[src/hw/rtl/i2cmts_pkg.sv]
`timescale 1ns / 1ps

package i2cmts_pkg;

  // Width of the remaining-byte counters.
  localparam int CNT_W = 16;

  localparam int ACT_W    = 3;
  localparam int ADDR_W   = 7;
  localparam int FCNT_W   = 16;
  localparam int BYTE_W   = 8;
  localparam int EN_W     = 6;
  localparam int CMD_W    = 2;
  localparam int WAIT_W   = 2;
  localparam int STAT_W   = 2;
  localparam int TOTAL_W  = 17;

  // Controller event codes
  localparam logic [ACT_W-1:0] ACT_BEGIN    = 3'd0;
  localparam logic [ACT_W-1:0] ACT_TX_EMPTY = 3'd1;
  localparam logic [ACT_W-1:0] ACT_TX_END   = 3'd2;
  localparam logic [ACT_W-1:0] ACT_RX_FULL  = 3'd3;
  localparam logic [ACT_W-1:0] ACT_STOP     = 3'd4;
  localparam logic [ACT_W-1:0] ACT_BUS_ERR  = 3'd5;

  // Interrupt enable bits
  localparam logic [EN_W-1:0] EN_NONE  = 6'b000000;
  localparam logic [EN_W-1:0] EN_TIE   = 6'b000001;
  localparam logic [EN_W-1:0] EN_TEIE  = 6'b000010;
  localparam logic [EN_W-1:0] EN_RIE   = 6'b000100;
  localparam logic [EN_W-1:0] EN_SPIE  = 6'b001000;
  localparam logic [EN_W-1:0] EN_NAKIE = 6'b010000;
  localparam logic [EN_W-1:0] EN_TMOIE = 6'b100000;

  // Bus commands
  localparam logic [CMD_W-1:0] CMD_NONE    = 2'd0;
  localparam logic [CMD_W-1:0] CMD_START   = 2'd1;
  localparam logic [CMD_W-1:0] CMD_RESTART = 2'd2;
  localparam logic [CMD_W-1:0] CMD_STOP    = 2'd3;

  // WAIT control
  localparam logic [WAIT_W-1:0] WAIT_KEEP  = 2'd0;
  localparam logic [WAIT_W-1:0] WAIT_SET   = 2'd1;
  localparam logic [WAIT_W-1:0] WAIT_CLEAR = 2'd2;

  // Completion status
  localparam logic [STAT_W-1:0] ST_OK   = 2'd0;
  localparam logic [STAT_W-1:0] ST_IO   = 2'd1;
  localparam logic [STAT_W-1:0] ST_BUSY = 2'd2;

  typedef enum logic [3:0] {
    PH_IDLE     = 4'd0,
    PH_START    = 4'd1,
    PH_SEND     = 4'd2,
    PH_RESTART  = 4'd3,
    PH_STOP     = 4'd4,
    PH_RX_FIRST = 4'd5,
    PH_RX       = 4'd6,
    PH_RX_LAST  = 4'd7
  } phase_t;

  typedef struct packed {
    logic [ACT_W-1:0]  action;
    logic [ADDR_W-1:0] slave_addr;
    logic [FCNT_W-1:0] send_count;
    logic [FCNT_W-1:0] recv_count;
    logic              bus_busy;
    logic [BYTE_W-1:0] tx_byte;
    logic [BYTE_W-1:0] rx_byte;
  } item_t;

  typedef struct packed {
    logic               tx_valid;
    logic [BYTE_W-1:0]  tx_data;
    logic               rx_valid;
    logic [BYTE_W-1:0]  rx_data;
    logic [EN_W-1:0]    irq_enables;
    logic [CMD_W-1:0]   bus_command;
    logic [WAIT_W-1:0]  wait_control;
    logic               nack_next;
    logic               done_res;
    logic [STAT_W-1:0]  status;
    logic [TOTAL_W-1:0] byte_total;
  } result_t;

  // Fit a count field to the counter width (truncate or zero-extend).
  function automatic logic [CNT_W-1:0] cnt_fit(input logic [FCNT_W-1:0] v);
    logic [CNT_W-1:0] r;
    r = '0;
    for (int i = 0; i < CNT_W; i++) begin
      if (i < FCNT_W) begin
        r[i] = v[i];
      end
    end
    return r;
  endfunction

  // Fit the byte sum to the reported total width.
  function automatic logic [TOTAL_W-1:0] total_fit(input logic [CNT_W:0] v);
    logic [TOTAL_W-1:0] r;
    r = '0;
    for (int i = 0; i < TOTAL_W; i++) begin
      if (i <= CNT_W) begin
        r[i] = v[i];
      end
    end
    return r;
  endfunction

endpackage

[src/hw/rtl/i2cmts_in_stage.sv]
`timescale 1ns / 1ps

module i2cmts_in_stage
  import i2cmts_pkg::*;
(
  input  logic  clk,
  input  logic  rst_n,
  input  logic  in_valid,
  output logic  in_ready,
  input  item_t in_item,
  input  logic  down_ready,
  output logic  step,
  output item_t item
);

  logic  valid_r;
  item_t item_r;

  // Advance the held beat whenever the result register can take it.
  assign step     = valid_r && down_ready;
  assign in_ready = !valid_r || down_ready;
  assign item     = item_r;

  always_ff @(posedge clk) begin
    if (!rst_n) begin
      valid_r <= 1'b0;
    end else if (in_ready) begin
      valid_r <= in_valid;
    end
  end

  always_ff @(posedge clk) begin
    if (in_ready && in_valid) begin
      item_r <= in_item;
    end
  end

endmodule

[src/hw/rtl/i2cmts_core.sv]
`timescale 1ns / 1ps

module i2cmts_core
  import i2cmts_pkg::*;
(
  input  logic    clk,
  input  logic    rst_n,
  input  logic    step,
  input  item_t   item,
  output result_t res
);

  phase_t            phase_r, phase_nxt;
  logic [BYTE_W-1:0] addr_r, addr_nxt;
  logic [CNT_W-1:0]  send_r, send_nxt;
  logic [CNT_W-1:0]  recv_r, recv_nxt;
  logic [CNT_W:0]    sum_r, sum_nxt;
  logic [EN_W-1:0]   en_r, en_nxt;
  logic              fault_r, fault_nxt;

  logic [CNT_W-1:0]  scnt, rcnt, send_dec, recv_dec;
  logic              fault_stop;

  assign scnt       = cnt_fit(item.send_count);
  assign rcnt       = cnt_fit(item.recv_count);
  assign send_dec   = (send_r == '0) ? '0 : send_r - CNT_W'(1);
  assign recv_dec   = (recv_r == '0) ? '0 : recv_r - CNT_W'(1);
  assign fault_stop = fault_r || (phase_r != PH_STOP);

  // Next state
  always_comb begin
    phase_nxt = phase_r;
    addr_nxt  = addr_r;
    send_nxt  = send_r;
    recv_nxt  = recv_r;
    sum_nxt   = sum_r;
    en_nxt    = en_r;
    fault_nxt = fault_r;
    case (item.action)
      ACT_BEGIN: begin
        if (item.bus_busy) begin
          phase_nxt = PH_IDLE;
          en_nxt    = EN_NONE;
          fault_nxt = 1'b1;
        end else begin
          phase_nxt = PH_START;
          addr_nxt  = {item.slave_addr, 1'b0};
          send_nxt  = scnt;
          recv_nxt  = rcnt;
          sum_nxt   = {1'b0, scnt} + {1'b0, rcnt};
          fault_nxt = 1'b0;
          en_nxt    = EN_TIE | EN_NAKIE | EN_TMOIE;
        end
      end
      ACT_TX_EMPTY: begin
        if (phase_r == PH_START) begin
          if (send_r != '0) begin
            phase_nxt = PH_SEND;
          end else begin
            en_nxt    = (en_r | EN_RIE) & ~EN_TIE;
            phase_nxt = PH_RX_FIRST;
          end
        end else if (phase_r == PH_SEND) begin
          send_nxt = send_dec;
          if (send_dec == '0) begin
            phase_nxt = (recv_r == '0) ? PH_STOP : PH_RESTART;
            en_nxt    = (en_r | EN_TEIE) & ~EN_TIE;
          end
        end
      end
      ACT_TX_END: begin
        if (phase_r == PH_STOP) begin
          en_nxt = (en_r & ~EN_TEIE) | EN_SPIE;
        end else if (phase_r == PH_RESTART) begin
          en_nxt    = EN_TIE | EN_NAKIE;
          phase_nxt = PH_START;
        end
      end
      ACT_RX_FULL: begin
        if (phase_r == PH_RX_FIRST) begin
          phase_nxt = (recv_r <= CNT_W'(1)) ? PH_RX_LAST : PH_RX;
        end else if (phase_r == PH_RX) begin
          if (recv_r <= CNT_W'(2)) begin
            phase_nxt = PH_RX_LAST;
          end
          recv_nxt = recv_dec;
        end else if (phase_r == PH_RX_LAST) begin
          en_nxt    = (en_r | EN_SPIE) & ~EN_RIE;
          recv_nxt  = recv_dec;
          phase_nxt = PH_STOP;
        end
      end
      ACT_STOP: begin
        if (phase_r != PH_IDLE) begin
          fault_nxt = fault_stop;
          en_nxt    = EN_NONE;
          phase_nxt = PH_IDLE;
        end
      end
      ACT_BUS_ERR: begin
        if (phase_r != PH_IDLE) begin
          fault_nxt = 1'b1;
          phase_nxt = PH_STOP;
          en_nxt    = EN_SPIE;
        end
      end
      default: begin
      end
    endcase
  end

  // Result fields
  always_comb begin
    res              = '0;
    res.irq_enables  = en_nxt;
    res.bus_command  = CMD_NONE;
    res.wait_control = WAIT_KEEP;
    res.status       = ST_OK;
    case (item.action)
      ACT_BEGIN: begin
        if (item.bus_busy) begin
          res.done_res = 1'b1;
          res.status   = ST_BUSY;
        end else begin
          res.bus_command = CMD_START;
        end
      end
      ACT_TX_EMPTY: begin
        if (phase_r == PH_START) begin
          res.tx_valid = 1'b1;
          res.tx_data  = (send_r != '0) ? addr_r : (addr_r | BYTE_W'(1));
        end else if (phase_r == PH_SEND) begin
          res.tx_valid = 1'b1;
          res.tx_data  = item.tx_byte;
        end
      end
      ACT_TX_END: begin
        if (phase_r == PH_STOP) begin
          res.bus_command = CMD_STOP;
        end else if (phase_r == PH_RESTART) begin
          res.bus_command = CMD_RESTART;
        end
      end
      ACT_RX_FULL: begin
        if (phase_r == PH_RX_FIRST) begin
          if (recv_r <= CNT_W'(2)) begin
            res.wait_control = WAIT_SET;
          end
          res.nack_next = (recv_r <= CNT_W'(1));
        end else if (phase_r == PH_RX) begin
          if (recv_r == CNT_W'(3)) begin
            res.wait_control = WAIT_SET;
          end
          res.nack_next = (recv_r <= CNT_W'(2));
          res.rx_valid  = 1'b1;
          res.rx_data   = item.rx_byte;
        end else if (phase_r == PH_RX_LAST) begin
          res.bus_command  = CMD_STOP;
          res.rx_valid     = 1'b1;
          res.rx_data      = item.rx_byte;
          res.wait_control = WAIT_CLEAR;
        end
      end
      ACT_STOP: begin
        if (phase_r != PH_IDLE) begin
          res.done_res   = 1'b1;
          res.status     = fault_stop ? ST_IO : ST_OK;
          res.byte_total = fault_stop ? '0 : total_fit(sum_r);
        end
      end
      ACT_BUS_ERR: begin
        if (phase_r != PH_IDLE) begin
          res.bus_command = CMD_STOP;
        end
      end
      default: begin
      end
    endcase
  end

  always_ff @(posedge clk) begin
    if (!rst_n) begin
      phase_r <= PH_IDLE;
      addr_r  <= '0;
      send_r  <= '0;
      recv_r  <= '0;
      sum_r   <= '0;
      en_r    <= EN_NONE;
      fault_r <= 1'b0;
    end else if (step) begin
      phase_r <= phase_nxt;
      addr_r  <= addr_nxt;
      send_r  <= send_nxt;
      recv_r  <= recv_nxt;
      sum_r   <= sum_nxt;
      en_r    <= en_nxt;
      fault_r <= fault_nxt;
    end
  end

endmodule

[src/hw/rtl/i2cmts_out_stage.sv]
`timescale 1ns / 1ps

module i2cmts_out_stage
  import i2cmts_pkg::*;
(
  input  logic    clk,
  input  logic    rst_n,
  input  logic    load,
  input  result_t res_in,
  output logic    up_ready,
  output logic    out_valid,
  input  logic    out_ready,
  output result_t res_out
);

  logic    valid_r;
  result_t res_r;

  // Take a new beat when empty or when the current one leaves this cycle.
  assign up_ready  = !valid_r || out_ready;
  assign out_valid = valid_r;
  assign res_out   = res_r;

  always_ff @(posedge clk) begin
    if (!rst_n) begin
      valid_r <= 1'b0;
    end else if (up_ready) begin
      valid_r <= load;
    end
  end

  always_ff @(posedge clk) begin
    if (load) begin
      res_r <= res_in;
    end
  end

endmodule

[src/hw/rtl/i2c_master_transfer_sequencer.sv]
`timescale 1ns / 1ps

// I2C master transaction sequencer.
// Input channel (in_valid/in_ready): one controller event per beat - begin,
// tx empty, tx end, rx full, stop seen or bus error - with the begin
// arguments (address, send and receive counts, bus busy) and the data bytes.
// Output channel (out_valid/out_ready): exactly one result beat per event,
// carrying the transmit register write, the delivered receive byte, the
// interrupt enable set, the bus command, WAIT/ACKBT control and the
// completion report with status and byte count.
// From input accept to result valid, the beat lands in the input register and
// the phase logic then loads the result register once it can take the beat.
// Throughput is one event per cycle while out_ready stays high.
// A stalled receiver holds the result register; the input register still
// takes one more beat, after which in_ready drops until out_ready returns.
// Reset (rst_n low, synchronous) empties both registers, returns the phase
// to idle and clears the address, counters, enable set and error flag.
module i2c_master_transfer_sequencer
  import i2cmts_pkg::*;
(
  input  logic                clk,
  input  logic                rst_n,
  input  logic                in_valid,
  output logic                in_ready,
  input  logic [ACT_W-1:0]    in_action,
  input  logic [ADDR_W-1:0]   in_slave_addr,
  input  logic [FCNT_W-1:0]   in_send_count,
  input  logic [FCNT_W-1:0]   in_recv_count,
  input  logic                in_bus_busy,
  input  logic [BYTE_W-1:0]   in_tx_byte,
  input  logic [BYTE_W-1:0]   in_rx_byte,
  output logic                out_valid,
  input  logic                out_ready,
  output logic                out_tx_valid,
  output logic [BYTE_W-1:0]   out_tx_data,
  output logic                out_rx_valid,
  output logic [BYTE_W-1:0]   out_rx_data,
  output logic [EN_W-1:0]     out_irq_enables,
  output logic [CMD_W-1:0]    out_bus_command,
  output logic [WAIT_W-1:0]   out_wait_control,
  output logic                out_nack_next,
  output logic                out_done_res,
  output logic [STAT_W-1:0]   out_status,
  output logic [TOTAL_W-1:0]  out_byte_total
);

  item_t   in_item;
  item_t   item;
  logic    step;
  logic    res_ready;
  result_t res_nxt;
  result_t res;

  // Pack the input ports into one event beat.
  assign in_item.action     = in_action;
  assign in_item.slave_addr = in_slave_addr;
  assign in_item.send_count = in_send_count;
  assign in_item.recv_count = in_recv_count;
  assign in_item.bus_busy   = in_bus_busy;
  assign in_item.tx_byte    = in_tx_byte;
  assign in_item.rx_byte    = in_rx_byte;

  // Input register: hold the event until the result register frees up.
  i2cmts_in_stage u_in (
    .clk        (clk),
    .rst_n      (rst_n),
    .in_valid   (in_valid),
    .in_ready   (in_ready),
    .in_item    (in_item),
    .down_ready (res_ready),
    .step       (step),
    .item       (item)
  );

  // Phase logic: advance the transaction state only when the beat moves on.
  i2cmts_core u_core (
    .clk   (clk),
    .rst_n (rst_n),
    .step  (step),
    .item  (item),
    .res   (res_nxt)
  );

  // Result register: hold the result while the receiver stalls.
  i2cmts_out_stage u_out (
    .clk       (clk),
    .rst_n     (rst_n),
    .load      (step),
    .res_in    (res_nxt),
    .up_ready  (res_ready),
    .out_valid (out_valid),
    .out_ready (out_ready),
    .res_out   (res)
  );

  assign out_tx_valid     = res.tx_valid;
  assign out_tx_data      = res.tx_data;
  assign out_rx_valid     = res.rx_valid;
  assign out_rx_data      = res.rx_data;
  assign out_irq_enables  = res.irq_enables;
  assign out_bus_command  = res.bus_command;
  assign out_wait_control = res.wait_control;
  assign out_nack_next    = res.nack_next;
  assign out_done_res     = res.done_res;
  assign out_status       = res.status;
  assign out_byte_total   = res.byte_total;

endmodule
[config.mk]
export PLATFORM = sky130hd
export DESIGN_NAME = i2c_master_transfer_sequencer
export DESIGN_NICKNAME = d
export VERILOG_FILES = /design/src/hw/rtl/i2cmts_pkg.sv /design/src/hw/rtl/i2cmts_in_stage.sv /design/src/hw/rtl/i2cmts_core.sv /design/src/hw/rtl/i2cmts_out_stage.sv /design/src/hw/rtl/i2c_master_transfer_sequencer.sv
export SDC_FILE = /design/constraint.sdc
export NUM_CORES = 1
export LEC_CHECK = 0
export BUFFER_PORTS_ARGS = -buffer_cell sky130_fd_sc_hd__buf_2
export CORE_ASPECT_RATIO = 1.5
export CORE_MARGIN = 8
export CORE_UTILIZATION = 40
export DETAILED_ROUTE_END_ITERATION = 7
export GPL_TIMING_DRIVEN = 0
export PLACE_DENSITY = 0.64
export REMOVE_ABC_BUFFERS = 1
export SLEW_MARGIN = 10
export SYNTH_ARGS = -nofsm -noshare
export SYNTH_HDL_FRONTEND = slang
export SYNTH_SLANG_ARGS = --single-unit
[constraint.sdc]
create_clock -name clk -period 4.4 [get_ports clk]
set_clock_uncertainty 0.1 [all_clocks]
set_input_delay 0.88 -clock clk [delete_from_list [all_inputs] [get_ports clk]]
set_output_delay 0.88 -clock clk [all_outputs]
set_load 0.02 [all_outputs]
[Word level (Yosys, flattened, before mapping)]
Cells that the tools add are included.
Operators by class
  reductions and logical operators: 24
  add/sub/neg operators: 3
  muxes and demuxes: 67
  bitwise gates (word level): 4
  eq/ne operators: 27
  magnitude comparators: 2
Operator list (count)
  two-way mux 16 bit: 9
  case mux 16 bit (2 select lines): 2
  two-way mux 4 bit: 15
  logical NOT 16 bit: 3
  two-way mux 9 bit: 4
  case mux 6 bit (6 select lines): 1
  subtractor 16 x 1 -> 16 bit, second input constant: 2
  two-way mux 6 bit: 5
  case mux 4 bit (6 select lines): 1
  two-way mux 20 bit: 1
  two-way mux 3 bit: 6
  adder 16 x 16 -> 17 bit: 1
  two-way mux 17 bit: 1
  equality test 16 x 2 -> 1 bit, second input constant: 1
  equality test 4 x 3 -> 1 bit, second input constant: 4
  <= comparator 16 x 1 -> 1 bit, second input constant: 1
  <= comparator 16 x 2 -> 1 bit, second input constant: 1
  two-way mux 2 bit: 8
  nonzero test 16 bit: 1
  two-way mux 1 bit: 11
  AND reduction 10 bit: 1
  AND reduction 5 bit: 2
  != test 3 x 1 -> 1 bit, second input constant: 3
  equality test 4 x 2 -> 1 bit, second input constant: 2
  25 further kinds: 41
Storage, ports and cells
  logic and storage cells: 154
  bits in registers: 177
  input bits: 63
  output and inout port bits: 51

[Logic depth before layout (Yosys ltp)]
  word-level depth: 7
  mapped depth: 11
  depth with buffers taken out: 10

[Modules after synthesis]
A second synthesis with hierarchy kept.
Second synthesis, totals
  cell total of the unflattened synthesis: 809
  area total of the unflattened synthesis: 8438.1 sq um
By module, submodules not included
  i2cmts_core: area an instance 5081.1 sq um, times used 1, sequential area each 1321.3 sq um, cells an instance 691
  i2cmts_in_stage: area an instance 1836.8 sq um, times used 1, sequential area each 1791.7 sq um, cells an instance 65
  i2cmts_out_stage: area an instance 1520.2 sq um, times used 1, sequential area each 1491.4 sq um, cells an instance 53

[Least setup slack after synthesis]
Ideal clock, no wire load.
  path type: input to register
  start point: in out_ready
  end point: reg u_core.send_r[0]
  data required time: 4.172 ns
  path buffers: 1
  stages: 8
  setup time: 0.128 ns
  arrival: 3.852 ns
  setup slack: 0.320 ns
  cells stage by stage: nor2b_1 nand2b_1 inv_1 clkbuf_1 nand3_1 a221o_1 o21ai_0 nor2_1
On the way
  word-level cells in the longest chain between the ends: 3
Ends and longest elaborated chain
  from (decl): line i2c_master_transfer_sequencer.sv:33  | input logic out_ready,
  logical OR 1 bit: line i2cmts_out_stage.sv:20  | assign up_ready = !valid_r || out_ready;
  logical AND 1 bit: line i2cmts_in_stage.sv:20  | assign step = valid_r && down_ready;
  named net step: line i2c_master_transfer_sequencer.sv:49  | logic step;
  AND reduction 5 bit (no source line)
  to (signal assigned): line i2cmts_core.sv:193  | send_r <= send_nxt;
  to (decl): line i2cmts_core.sv:15  | logic [CNT_W-1:0] send_r, send_nxt;
The timed path passes the listed nets, and every way through them passes these cells.
A chain may end at the register's enable or synchronous reset.

[Worst setup path after layout]
  start point: reg u_in.item_r (netlist bit u_in.item[58])
  end point: reg u_core.phase_r[0]
On the way
  word-level cells in the longest chain between the ends: 3
  elaborated cells on any way between the ends: 17
  classes of those cells: eq/ne: 13; mux: 1; reduce/logical: 3
Ends and longest elaborated chain
  from (decl): line i2cmts_in_stage.sv:17  | item_t item_r;
  from (signal assigned): line i2cmts_in_stage.sv:34  | item_r <= in_item;
  equality test 3 x 2 -> 1 bit, or another cell as far along: line i2cmts_core.sv:39  | case (item.action)
  != test 4 x 2 -> 1 bit (no source line), or another cell as far along
  AND reduction 10 bit (no source line)
  to (signal assigned): line i2cmts_core.sv:191  | phase_r <= phase_nxt;
  to (decl): line i2cmts_core.sv:13  | phase_t phase_r, phase_nxt;
Parallel ways exist; a longest one is shown, timed or not.

==> results.md <==
* Status: finished, final reports clean
* Synthesized area at 0.00833 mm²
* Slowest CP cell: nor2_1
* Design Power at 3.68 mW
* Kind of critical path: reg2reg
* DIE WIDTH at between 100 and 150 µm
* HP Class: reg2reg
* Post-cts resize count at 0
* Fraction of registers with async set/reset at 0%
* H-Tree Depth at 4
* Core area at 0.0204 mm²
* Yosys reg bits at 176
* Comb power frac at 9.0%
* Fin nets at 996
* Remaining antenna violation count at 0
* Met3 usage at 3.99%
* PortBufs at 113
* Worst path cell trace: nor2_1 > nand2_1 > nor2_1 > nand2b_1 > o21ai_1 > mux2i_1
* Layout cells sized above 1 at 18.6%
* Worst Tran Pin Value at 1.09 ns
* Fmax at 295 MHz
* Worst path max stage delay at 0.82 ns
* Grt met2 use at about 28%
* Number of global-route vias before repair at roughly 6.3k
* Antenna cells at 0
* TritonCTS Buffers at 17
* DR pass1 iterations at 4
* Synth cell types at 74
* Later-pin clock latency in the skew report at 0.44 ns
* Internal at 2.73 mW
* Gr ovfl total at 0
* Num ports at 114
* Switching power at between 0.9 and 1 mW
* First-pass GRT wire length at between 30,000 and 40,000 µm
* Clk slew on worst S/H paths at 0.07 ns
* CP arrival at 3.67 ns
* Dpl cells at between 1k and 1.5k
* Startpoint Class: register
* Maxcap violations at 0
* Final-report hold violation count at 0
* PwrDens at ~380 mW/mm²
* Synth top area cells: edfxtp_1 (39%), dfxtp_1 (16%), nand2_1 (4.5%), nor2_1 (4.1%), o21ai_0 (3.4%)
* Multi-input gate area at approximately 0.0035 mm²
* Hold buffers post-CTS at 0
* DRC at 0
* Sw Share at 25.7%
* Synth area leader: edfxtp_1
* Main synth FF type: edfxtp_1
* CTS max path bufs at 2
* Initial antenna violation count at 0
* Area Growth Syn to Fin at 16.3%
* Synthesized instance count at 820
* Critical Path End Type: register
* Rows at between 60 and 70
* Pin count of the biggest net entering global routing at 60
* Routed WL at between 20,000 and 25,000 µm
* GRT Resource Usage Total at 16.2%
* Global-route met1 utilization at 18.5%
* Top Usage Layer GRT: met2
* RSZ-0062 raised after global routing: false
* Synth warnings at 0
* Die Height at 193 µm
* Root Buffer: clkbuf_16
* Slew Viols, Final at 0
* Drt initial violations at between 300 and 400
* Post-CTS setup buffers at 0
* Cell Count, Final, Fillers Out at around 1.2k
* EDFF count, synth at 108
* Clock power share at 40.7%
* Relative max-transition margin at between 20% and 30%
* Die area at approximately 0.026 mm²
* Clock Sink Count at 176
* Critical path peak fanout at 30
* Hpwl dp at between 10,000 and 15,000 µm
* CP most frequent cell: nor2_1
* Routed wire per std cell at 17.6 µm
* Required time of the critical path at around 4.7 ns
* Share of the synthesized area in the top cell type at 39.0%
* DR vias at 6,477
* Reg power frac at between 50% and 60%
* Vias/cell at ~5.5
* Starting Density at 40.8%
* Worst vdd ir at around 0.00024 V
* Leak at 3.62 nW
* Setup violators final at 0
* Seq. cell area at 0.00460 mm²
* Fin crit share at between 70 and 80%
* Seq/Total Area, Yosys at 55.3%
* GP Congestion at 0.895
* Fin crit period at 3.39 ns
* CTS tree: done
* Fill cells at 1,948
* Synth Area per Inst at 10.2 µm²
==> stage by stage <==
stage | hold WS [ns] | setup slack, ns | area, µm² | TNS (ns) | util, %
finish | 0.346 | 1.01 | 9690 | 0 | 47.4
detailed placement | 0.340 | 1.13 | 9110 | 0 | 44.6
floorplan | 0.327 | 0.646 | 8140 | 0 | -
global placement | 0.336 | -0.610 | 9030 | -9.13 | 44.2
global route | 0.372 | 0.794 | 9690 | 0 | 47.4
CTS | 0.348 | 1.12 | 9690 | 0 | 47.4
==> Yosys cell counts (4+ instances only) <==
library cell and number:
a21oi_1 54, o31ai_1 7, nor2_1 90, inv_1 13
dfxtp_1 68, a221oi_1 6, xor2_1 8, a31oi_1 8
nor4_1 5, o211ai_1 5, nand2_1 100, clkbuf_1 40
o41ai_1 7, a21o_1 5, o21ai_0 57, nand4_1 6
ha_1 21, edfxtp_1 108, a211oi_1 7, a311oi_1 4
nor2b_1 8, and2_1 28, xnor2_1 7, nand2b_1 13
a22oi_1 20, nor3_1 22, nand3_1 21, or3_1 5
o21a_1 4
==> critical path, delay by kind of cell, from the launching register on <==
family / cells / cell delay, ns
flip-flops: 1 / 0.62
AO/OA/AOI/OAI: 1 / 0.28
multiplexers: 1 / 0.21
AND/OR/NAND/NOR: 4 / 2.10
==> power groups by stage <==
stage	registers (mW)	logic, mW	clock network (mW)
4_1_cts	1.85	0.333	1.53
3_3_place_gp	1.89	0.323	0
3_5_place_dp	1.89	0.331	0
5_1_grt	1.86	0.366	1.59
6_report	1.85	0.331	1.50
2_1_floorplan	1.90	0.194	0
==> layout make-up <==
type	instances	area share (%)
repair buffers	117	6.41
inverters	15	0.581
flip-flops and latches	176	47.5
multi-input cells	584	36.1
well taps	264	3.41
clock inverters	14	1.51
clock buffers	18	4.43
==> kinds of logic (layout without fill, tap and decap cells) <==
group,count (synthesis),after routing,synth area share (%)
AND/OR/NAND/NOR,322,322,18.8
AO/OA/AOI/OAI,222,222,17.7
flip-flops,176,176,55.3
adder cells (fa/ha/maj),22,22,3.40
buffers and inverters,60,164,2.92
XOR/XNOR,15,15,1.58
multiplexers,3,3,0.361
==> worst paths after layout <==
| path | from | end | slack, ns | cells past startpoint |
|---|---|---|---|---|
| hold / removal | u_core.sum_r[6] | u_core.sum_r[6] | 0.35 | 2 |
| setup / recovery | u_in.item[58] | u_core.phase_r[0] | 1.01 | 6 |
| setup reg to reg | u_in.item[58] | u_core.phase_r[0] | 1.01 | 6 |
| hold reg to reg | u_core.sum_r[6] | u_core.sum_r[6] | 0.35 | 2 |
==> state kept, by name, summed over array words and instances, names as in the netlist <==
register / cells
u_core.addr_r: 7
u_core.en_r: 6
u_core.fault_r: 1
u_core.phase_r: 3
u_core.recv_r: 16
u_core.send_r: 16
u_core.sum_r: 17
u_in.item: 59
u_in.valid_r: 1
u_out.out_valid: 1
u_out.res_out: 49
==> placed cells by master (no fill, tap or decap), types with 6 or more instances in the layout <==
cell type,synthesis,final
a211oi_1,7,7
a21oi_1,54,53
a221oi_1,6,6
a22oi_1,20,20
a31oi_1,8,8
and2_1,28,27
buf_2,2,114
clkbuf_16,0,17
dfxtp_1,68,68
edfxtp_1,108,108
ha_1,21,21
inv_1,13,12
nand2_1,100,100
nand2b_1,13,13
nand3_1,21,21
nand4_1,6,6
nor2_1,90,89
nor2b_1,8,8
nor3_1,22,22
o21ai_0,57,56
o31ai_1,7,7
o41ai_1,7,7
xnor2_1,7,7
xor2_1,8,8
==> metal layers <==
layer	routed length (µm)	part of all wire, %
met3	926	4.4
met1	8710	42
met2	10500	50
met4	725	3.5
met5	0	0
(Power assumes the default switching activity.)
